[src/hw/rtl/spq_pkg.sv]
// ----------------------------------------------------------------------------
// spq_pkg
// Shared types, codes and defaults of the sorted priority queue.
// ----------------------------------------------------------------------------
package spq_pkg;

	localparam int unsigned DEPTH_DEF = 64;
	localparam int unsigned DATA_W    = 32;
	localparam int unsigned OCC_W     = 7;

	localparam logic FUNC_INSERT = 1'b0;
	localparam logic FUNC_DELETE = 1'b1;

	localparam logic [1:0] ST_OK        = 2'd0;
	localparam logic [1:0] ST_OVERFLOW  = 2'd1;
	localparam logic [1:0] ST_UNDERFLOW = 2'd2;

	typedef struct packed {
		logic                     func;
		logic signed [DATA_W-1:0] element_in;
		logic signed [DATA_W-1:0] priority_in;
	} req_t;

	typedef struct packed {
		logic [1:0]               status;
		logic signed [DATA_W-1:0] removed_element;
		logic signed [DATA_W-1:0] removed_priority;
		logic [OCC_W-1:0]         occupancy;
	} rsp_t;

	typedef struct packed {
		logic signed [DATA_W-1:0] element;
		logic signed [DATA_W-1:0] prio;
	} entry_t;

	typedef enum logic [2:0] {
		S_IDLE,
		S_RD,
		S_CMP,
		S_PLACE,
		S_DONE
	} state_t;

	typedef struct packed {
		logic req_fire;
		logic req_delete;
		logic op_delete;
		logic full;
		logic empty;
		logic walk;
		logic pos_last;
		logic out_free;
	} stat_t;

	typedef struct packed {
		logic req_ready;
		logic rd_en;
		logic shift_wr;
		logic place_wr;
		logic take_front;
		logic load_out;
	} ctrl_t;

endpackage

[src/hw/rtl/spq_ram.sv]
// ----------------------------------------------------------------------------
// spq_ram
// Generic single-write, single-read RAM with registered read data.
// ----------------------------------------------------------------------------
module spq_ram #(
	parameter int unsigned WIDTH = 64,
	parameter int unsigned DEPTH = 64
) (
	input  logic                     clk,
	input  logic                     we,
	input  logic [$clog2(DEPTH)-1:0] waddr,
	input  logic [WIDTH-1:0]         wdata,
	input  logic                     re,
	input  logic [$clog2(DEPTH)-1:0] raddr,
	output logic [WIDTH-1:0]         rdata
);

	logic [WIDTH-1:0] mem [DEPTH];

	always_ff @(posedge clk) begin
		if (we) begin
			mem[waddr] <= wdata;
		end
		if (re) begin
			rdata <= mem[raddr];
		end
	end

endmodule

[src/hw/rtl/spq_fsm.sv]
// ----------------------------------------------------------------------------
// spq_fsm
// Sequencer of the queue: accept, read/compare walk, place or take the front, respond.
// ----------------------------------------------------------------------------
module spq_fsm import spq_pkg::*; (
	input  logic  clk,
	input  logic  arst_n,
	input  stat_t stat,
	output ctrl_t ctrl
);

	state_t state_q, state_d;

	always_ff @(posedge clk or negedge arst_n) begin
		if (!arst_n) begin
			state_q <= S_IDLE;
		end else begin
			state_q <= state_d;
		end
	end

	always_comb begin
		state_d = state_q;
		unique case (state_q)
			S_IDLE: begin
				if (stat.req_fire) begin
					if (stat.req_delete) begin
						state_d = stat.empty ? S_DONE : S_RD;
					end else if (stat.full) begin
						state_d = S_DONE;
					end else begin
						state_d = stat.empty ? S_PLACE : S_RD;
					end
				end
			end
			S_RD: state_d = S_CMP;
			S_CMP: begin
				priority if (stat.op_delete) begin
					state_d = S_DONE;
				end else if (stat.walk && !stat.pos_last) begin
					state_d = S_RD;
				end else begin
					state_d = S_PLACE;
				end
			end
			S_PLACE: state_d = S_DONE;
			S_DONE: begin
				if (stat.out_free) begin
					state_d = S_IDLE;
				end
			end
			default: state_d = S_IDLE;
		endcase
	end

	always_comb begin
		ctrl            = '0;
		ctrl.req_ready  = (state_q == S_IDLE);
		ctrl.rd_en      = (state_q == S_RD);
		ctrl.shift_wr   = (state_q == S_CMP) && !stat.op_delete && stat.walk;
		ctrl.take_front = (state_q == S_CMP) && stat.op_delete;
		ctrl.place_wr   = (state_q == S_PLACE);
		ctrl.load_out   = (state_q == S_DONE) && stat.out_free;
	end

endmodule

[src/hw/rtl/sorted_priority_queue_top.sv]
// ----------------------------------------------------------------------------
// sorted_priority_queue_top
// Sorted-array priority queue held in a ring buffer RAM, ordered by an
// insert walk that shares one read port and one priority comparator.
//
//   channel  dir  handshake              payload
//   req      in   req_valid/req_ready    req (func, element_in, priority_in)
//   rsp      out  rsp_valid/rsp_ready    rsp (status, removed_*, occupancy)
//
// Delete: read the front, take it, respond. Overflow or underflow: respond without touching the RAM.
// Insert moving k entries walks from the back toward the front; each
// move is a RAM read followed by a compare-and-write through one port pair.
// req_ready is high only between transactions; a held response stalls the
// end of the next transaction, not its acceptance.
// Reset clears the count and ring head; the RAM needs no clearing pass.
// ----------------------------------------------------------------------------
module sorted_priority_queue_top import spq_pkg::*; #(
	parameter int unsigned DEPTH = DEPTH_DEF
) (
	input  logic clk,
	input  logic arst_n,
	input  logic req_valid,
	output logic req_ready,
	input  req_t req,
	output logic rsp_valid,
	input  logic rsp_ready,
	output rsp_t rsp
);

	localparam int unsigned ADDR_W = $clog2(DEPTH);
	localparam int unsigned CNT_W  = $clog2(DEPTH + 1);
	localparam int unsigned SUM_W  = CNT_W + 1;
	localparam int unsigned ENT_W  = $bits(entry_t);

	stat_t stat;
	ctrl_t ctrl;

	logic [CNT_W-1:0]  count_q;
	logic [CNT_W-1:0]  pos_q;
	logic [ADDR_W-1:0] head_q;
	logic              func_q;
	entry_t            item_q;
	logic [1:0]        status_q;
	entry_t            removed_q;
	logic              rsp_valid_q;
	rsp_t              rsp_q;

	logic              ram_we;
	logic [ADDR_W-1:0] ram_waddr;
	entry_t            ram_wdata;
	logic [ADDR_W-1:0] ram_raddr;
	logic [ENT_W-1:0]  ram_rdata;
	entry_t            rd_entry;
	logic [CNT_W-1:0]  rd_logical;
	logic [SUM_W-1:0]  head_next;

	function automatic logic [ADDR_W-1:0] phys(input logic [ADDR_W-1:0] head,
		input logic [CNT_W-1:0] lg);
		logic [SUM_W-1:0] s;
		s = SUM_W'(head) + SUM_W'(lg);
		if (s >= SUM_W'(DEPTH)) begin
			s = s - SUM_W'(DEPTH);
		end
		return s[ADDR_W-1:0];
	endfunction

	spq_fsm u_fsm (
		.clk    (clk),
		.arst_n (arst_n),
		.stat   (stat),
		.ctrl   (ctrl)
	);

	assign rd_entry   = entry_t'(ram_rdata);
	assign rd_logical = func_q ? '0 : pos_q - CNT_W'(1);
	assign ram_raddr  = phys(head_q, rd_logical);
	assign ram_we     = ctrl.shift_wr || ctrl.place_wr;
	assign ram_waddr  = phys(head_q, pos_q);
	assign ram_wdata  = ctrl.place_wr ? item_q : rd_entry;
	assign head_next  = SUM_W'(head_q) + SUM_W'(1);

	spq_ram #(
		.WIDTH (ENT_W),
		.DEPTH (DEPTH)
	) u_ram (
		.clk   (clk),
		.we    (ram_we),
		.waddr (ram_waddr),
		.wdata (ram_wdata),
		.re    (ctrl.rd_en),
		.raddr (ram_raddr),
		.rdata (ram_rdata)
	);

	always_comb begin
		stat            = '0;
		stat.req_fire   = req_valid && ctrl.req_ready;
		stat.req_delete = (req.func == FUNC_DELETE);
		stat.op_delete  = (func_q == FUNC_DELETE);
		stat.full       = (count_q == CNT_W'(DEPTH));
		stat.empty      = (count_q == '0);
		stat.walk       = (rd_entry.prio >= item_q.prio);
		stat.pos_last   = (pos_q == CNT_W'(1));
		stat.out_free   = !rsp_valid_q || rsp_ready;
	end

	always_ff @(posedge clk or negedge arst_n) begin
		if (!arst_n) begin
			count_q     <= '0;
			head_q      <= '0;
			pos_q       <= '0;
			func_q      <= FUNC_INSERT;
			status_q    <= ST_OK;
			rsp_valid_q <= 1'b0;
		end else begin
			if (stat.req_fire) begin
				func_q <= req.func;
				pos_q  <= count_q;
				if (stat.req_delete) begin
					status_q <= stat.empty ? ST_UNDERFLOW : ST_OK;
				end else begin
					status_q <= stat.full ? ST_OVERFLOW : ST_OK;
				end
			end
			if (ctrl.shift_wr) begin
				pos_q <= pos_q - CNT_W'(1);
			end
			if (ctrl.place_wr) begin
				count_q <= count_q + CNT_W'(1);
			end
			if (ctrl.take_front) begin
				count_q <= count_q - CNT_W'(1);
				head_q  <= (head_next == SUM_W'(DEPTH)) ? '0 : head_next[ADDR_W-1:0];
			end
			if (ctrl.load_out) begin
				rsp_valid_q <= 1'b1;
			end else if (rsp_ready) begin
				rsp_valid_q <= 1'b0;
			end
		end
	end

	always_ff @(posedge clk) begin
		if (stat.req_fire) begin
			item_q.element <= req.element_in;
			item_q.prio    <= req.priority_in;
			removed_q      <= '0;
		end
		if (ctrl.take_front) begin
			removed_q <= rd_entry;
		end
		if (ctrl.load_out) begin
			rsp_q.status           <= status_q;
			rsp_q.removed_element  <= removed_q.element;
			rsp_q.removed_priority <= removed_q.prio;
			rsp_q.occupancy        <= OCC_W'(count_q);
		end
	end

	assign req_ready = ctrl.req_ready;
	assign rsp_valid = rsp_valid_q;
	assign rsp       = rsp_q;

	a_count_bound: assert property (@(posedge clk) disable iff (!arst_n)
		count_q <= CNT_W'(DEPTH))
		else $error("entry count exceeds depth");

	a_pos_bound: assert property (@(posedge clk) disable iff (!arst_n)
		!ctrl.req_ready && !stat.op_delete |-> pos_q <= count_q)
		else $error("walk position beyond live entries");

	a_port_excl: assert property (@(posedge clk) disable iff (!arst_n)
		!(ram_we && ctrl.rd_en))
		else $error("RAM read and write in the same cycle");

	a_overflow_full: assert property (@(posedge clk) disable iff (!arst_n)
		ctrl.load_out && status_q == ST_OVERFLOW |-> stat.full)
		else $error("overflow reported while not full");

	a_walk_live: assert property (@(posedge clk) disable iff (!arst_n)
		ctrl.rd_en && !stat.op_delete |-> pos_q != '0)
		else $error("insert walk read below the front");

endmodule
[config.mk]
export PLATFORM = sky130hd
export DESIGN_NAME = sorted_priority_queue_top
export DESIGN_NICKNAME = d
export VERILOG_FILES = /design/src/hw/rtl/spq_pkg.sv /design/src/hw/rtl/spq_ram.sv /design/src/hw/rtl/spq_fsm.sv /design/src/hw/rtl/sorted_priority_queue_top.sv
export SDC_FILE = /design/constraint.sdc
export NUM_CORES = 2
export LEC_CHECK = 0
export BUFFER_PORTS_ARGS = -buffer_cell sky130_fd_sc_hd__clkbuf_2
export CAP_MARGIN = 20
export CORE_MARGIN = 8
export CORE_UTILIZATION = 30
export CTS_BUF_LIST = sky130_fd_sc_hd__clkbuf_4
export DETAILED_ROUTE_END_ITERATION = 12
export PLACE_DENSITY = 0.46
export SETUP_SLACK_MARGIN = 0.05
export SYNTH_ARGS = -nofsm -noshare
export SYNTH_HDL_FRONTEND = slang
export SYNTH_SLANG_ARGS = --single-unit
[constraint.sdc]
create_clock -name clk -period 6.37 [get_ports clk]
set_input_delay 1.274 -clock clk [delete_from_list [all_inputs] [get_ports clk]]
set_output_delay 1.274 -clock clk [all_outputs]
set_load 0.01 [all_outputs]
==> impl_results.md <==
- Post_cts resized: 0
- Main flop type after synthesis: edfxtp_1
- Clk slew on worst S/H paths: roughly 0.060 ns
- Syn_nets: roughly 7,000
- Seq/Total Area, Yosys: 0.787
- Final Skew: roughly 0.22 ns
- Commonest non-fill, non-tap cell in the layout: edfxtp_1
- Iter 0 DRT Violations: 8,643
- Maximum clock path buffer count: 5
- Worst-skew pair later-pin latency: about 1.8 ns
- Setup crit start kind: flip-flop
- CP arrival: roughly 7.0 ns
- Status: finished clean
- Root buf cell: clkbuf_4
- Total global routing overflow: 0
- Num CTS Buffers: 1,259
- Fillcell total: 51,800
- DIE AREA: between 0.5 and 0.6 mm²
- Multi-input logic area: around 0.035 mm²
- Pins Over Slew Limit: 0
- Via density: about 5
- Initial antenna violation count: 43
- Final WL: approximately 520,000 µm
- Yosys cell types: 49
- Area growth syn-to-layout: 17.5%
- Largest net degree at the start of global routing: between 100 and 150
- DRC errors left: 0
- Port Buffers: 143
- GP Congestion: about 0.77
- Vias: ~83,000
- CP Class: flip-flop to flip-flop
- Storage cell area: around 0.13 mm²
- Critical Path Fanout Max: 32
- First-pass GRT wire length: roughly 720,000 µm
- Final core occ: 0.353
- H-tree levels: 7
- Max Cap Viol: 0
- GRT Overall Usage: 0.178
- Post-synth EDFFs: between 4,000 and 5,000
- DP Wirelength: slightly below 300,000 µm
- Tmin final: 5.65 ns
- Sink Count: ~4,400
- Hold Vio Cnt, Final: 0
- Max Fclk: 177 MHz
- Share of cells above drive strength 1: 0.412
- Final Net Count: about 8,500
- FP Rows: roughly 270
- Initial Util: 0.301
- Synth Instances: 6,873
- Worst setup EP type: flip-flop
- I/O pin count: about 140
- Synth Register Bits: around 4,400
- DIE HEIGHT: around 760 µm
- Worst slew margin: 0.227
- Vias in the first global route: between 80,000 and 90,000
- Synthesized cell area: between 0.15 and 0.2 mm²
- Synth warnings: 0
- DRT antenna net count: 0
- 1st-pass router iterations: 5
- Syn avg cell area: approximately 24 µm²
- Unrepaired setup endpoints after global routing: no
- Worst hold path type: input pin to flip-flop
- Die Width: between 700 and 800 µm
- Core Region: approximately 0.56 mm²
- CTS tree: done
- Commonest non-fill, non-tap cells in the layout: edfxtp_1, clkbuf_4, mux4_2
- Slew @ Worst Pin: roughly 1.2 ns
- Fin crit share: 0.887
- Final setup fails: 0
- CP required: 7.75 ns
- Ys async rst share: 0.00615
- Setup TNS: 0 ns
- Wire length per cell: approximately 31 µm
-- per-stage QoR --
| step | cell area [µm²] | worst slack (ns) | cells | hold WS, ns |
|---|---|---|---|---|
| final | 196000 | 0.718 | 16600 | 0.260 |
| after global placement | 181000 | 0.682 | 14500 | 0.402 |
| after detailed placement | 181000 | 0.869 | 14500 | 0.408 |
| after floorplan | 167000 | 0.610 | 6873 | 0.400 |
| after CTS | 196000 | 0.786 | 16600 | 0.0000617 |
| after global routing | 196000 | 0.632 | 16600 | 0.0184 |
-- Yosys cell counts, types with 6 or more instances --
library cell / number / area share
a211oi_1: 65 / 0.0029
buf_4: 8 / 0.00036
edfxtp_1: 4361 / 0.78
o21ai_0: 43 / 0.0013
mux2i_1: 66 / 0.0039
a21oi_1: 91 / 0.0027
xnor2_1: 19 / 0.00099
xor2_1: 8 / 0.00042
nand2_1: 166 / 0.0037
nor4_1: 6 / 0.00022
nor2_1: 82 / 0.0018
o21ai_1: 6 / 0.00018
buf_1: 15 / 0.00034
mux4_2: 1280 / 0.17
inv_1: 49 / 0.0011
clkbuf_1: 200 / 0.0045
ha_1: 50 / 0.0037
buf_2: 126 / 0.0038
and2_1: 65 / 0.0024
dfrtp_1: 27 / 0.0040
nor2b_1: 68 / 0.0025
-- path summary, 6_finish.rpt --
kind                          startpoint          endpoint  slack, ns  cells past startpoint
min reg2reg                removed_q[36]           rsp[43]       0.36                      0
max                             pos_q[1]   u_ram.rdata[18]       0.72                     11
max reg2reg                     pos_q[1]   u_ram.rdata[18]       0.72                     11
max in group asynchronous         arst_n  u_fsm.state_q[2]       5.55                      4
min                              req[23]        item_q[23]       0.26                      2
min in group asynchronous         arst_n        count_q[5]       0.57                      4
-- worst max-delay path, stage by stage, from the launching register on --
cell and delay [ns]:
dfrtp_1 0.49, inv_1 0.17, ha_1 0.36, nor2_1 0.09
fa_4 1.18, buf_4 0.35, buf_12 0.28, mux4_2 0.36
mux4_2 0.51, nor2b_1 0.29, a211oi_1 1.01, a21oi_1 0.11
-- state kept, by name (all words and copies together) (netlist names), 2 cells and up --
| name | flops |
|---|---|
| u_fsm.state_q | 3 |
| status_q | 2 |
| count_q | 7 |
| item_q | 64 |
| pos_q | 7 |
| removed_q | 64 |
| rsp | 73 |
| head_q | 6 |
| u_ram.rdata | 64 |
| u_ram.mem | 4096 |
-- what timing repair did --
action	4_1_cts	5_1_grt
setup buffers	0	0
hold buffers	82	0
endpoints found under the hold margin	98	0
-- layer usage --
| layer | vias to the layer above | track usage | part of all wire |
|---|---|---|---|
| li1 | 33300 | - | - |
| met1 | 45700 | 0.243 | 0.43 |
| met2 | 3584 | 0.283 | 0.48 |
| met3 | 648 | 0.0430 | 0.069 |
| met4 | 4 | 0.0477 | 0.016 |
| met5 | - | 0 | 0.000052 |
-- kinds of logic (layout without fill, tap and decap cells) --
family          Yosys count  after routing  share of synthesized area
flops                  4388           4388                      0.787
mux                    1349           1349                      0.177
simple gates            414            414                     0.0118
buf+inv                 398           2668                     0.0101
compound gates          244            244                    0.00913
fa+ha+maj                53             53                    0.00410
xor+xnor                 27             27                    0.00141
other cells               0             30                          0
-- layout make-up --
class,count,share of cell area
clock buffer,1792,0.0685
sequential,4388,0.670
tap,7452,0.0475
antenna,30,0.000382
inverter,49,0.000962
multi-input combinational,2087,0.178
clock inverter,250,0.00590
timing repair buffer,577,0.0288
Power is left out: the tool's default activity adds up to more than one toggle a clock period on the data nets, which glitch-free logic cannot reach.
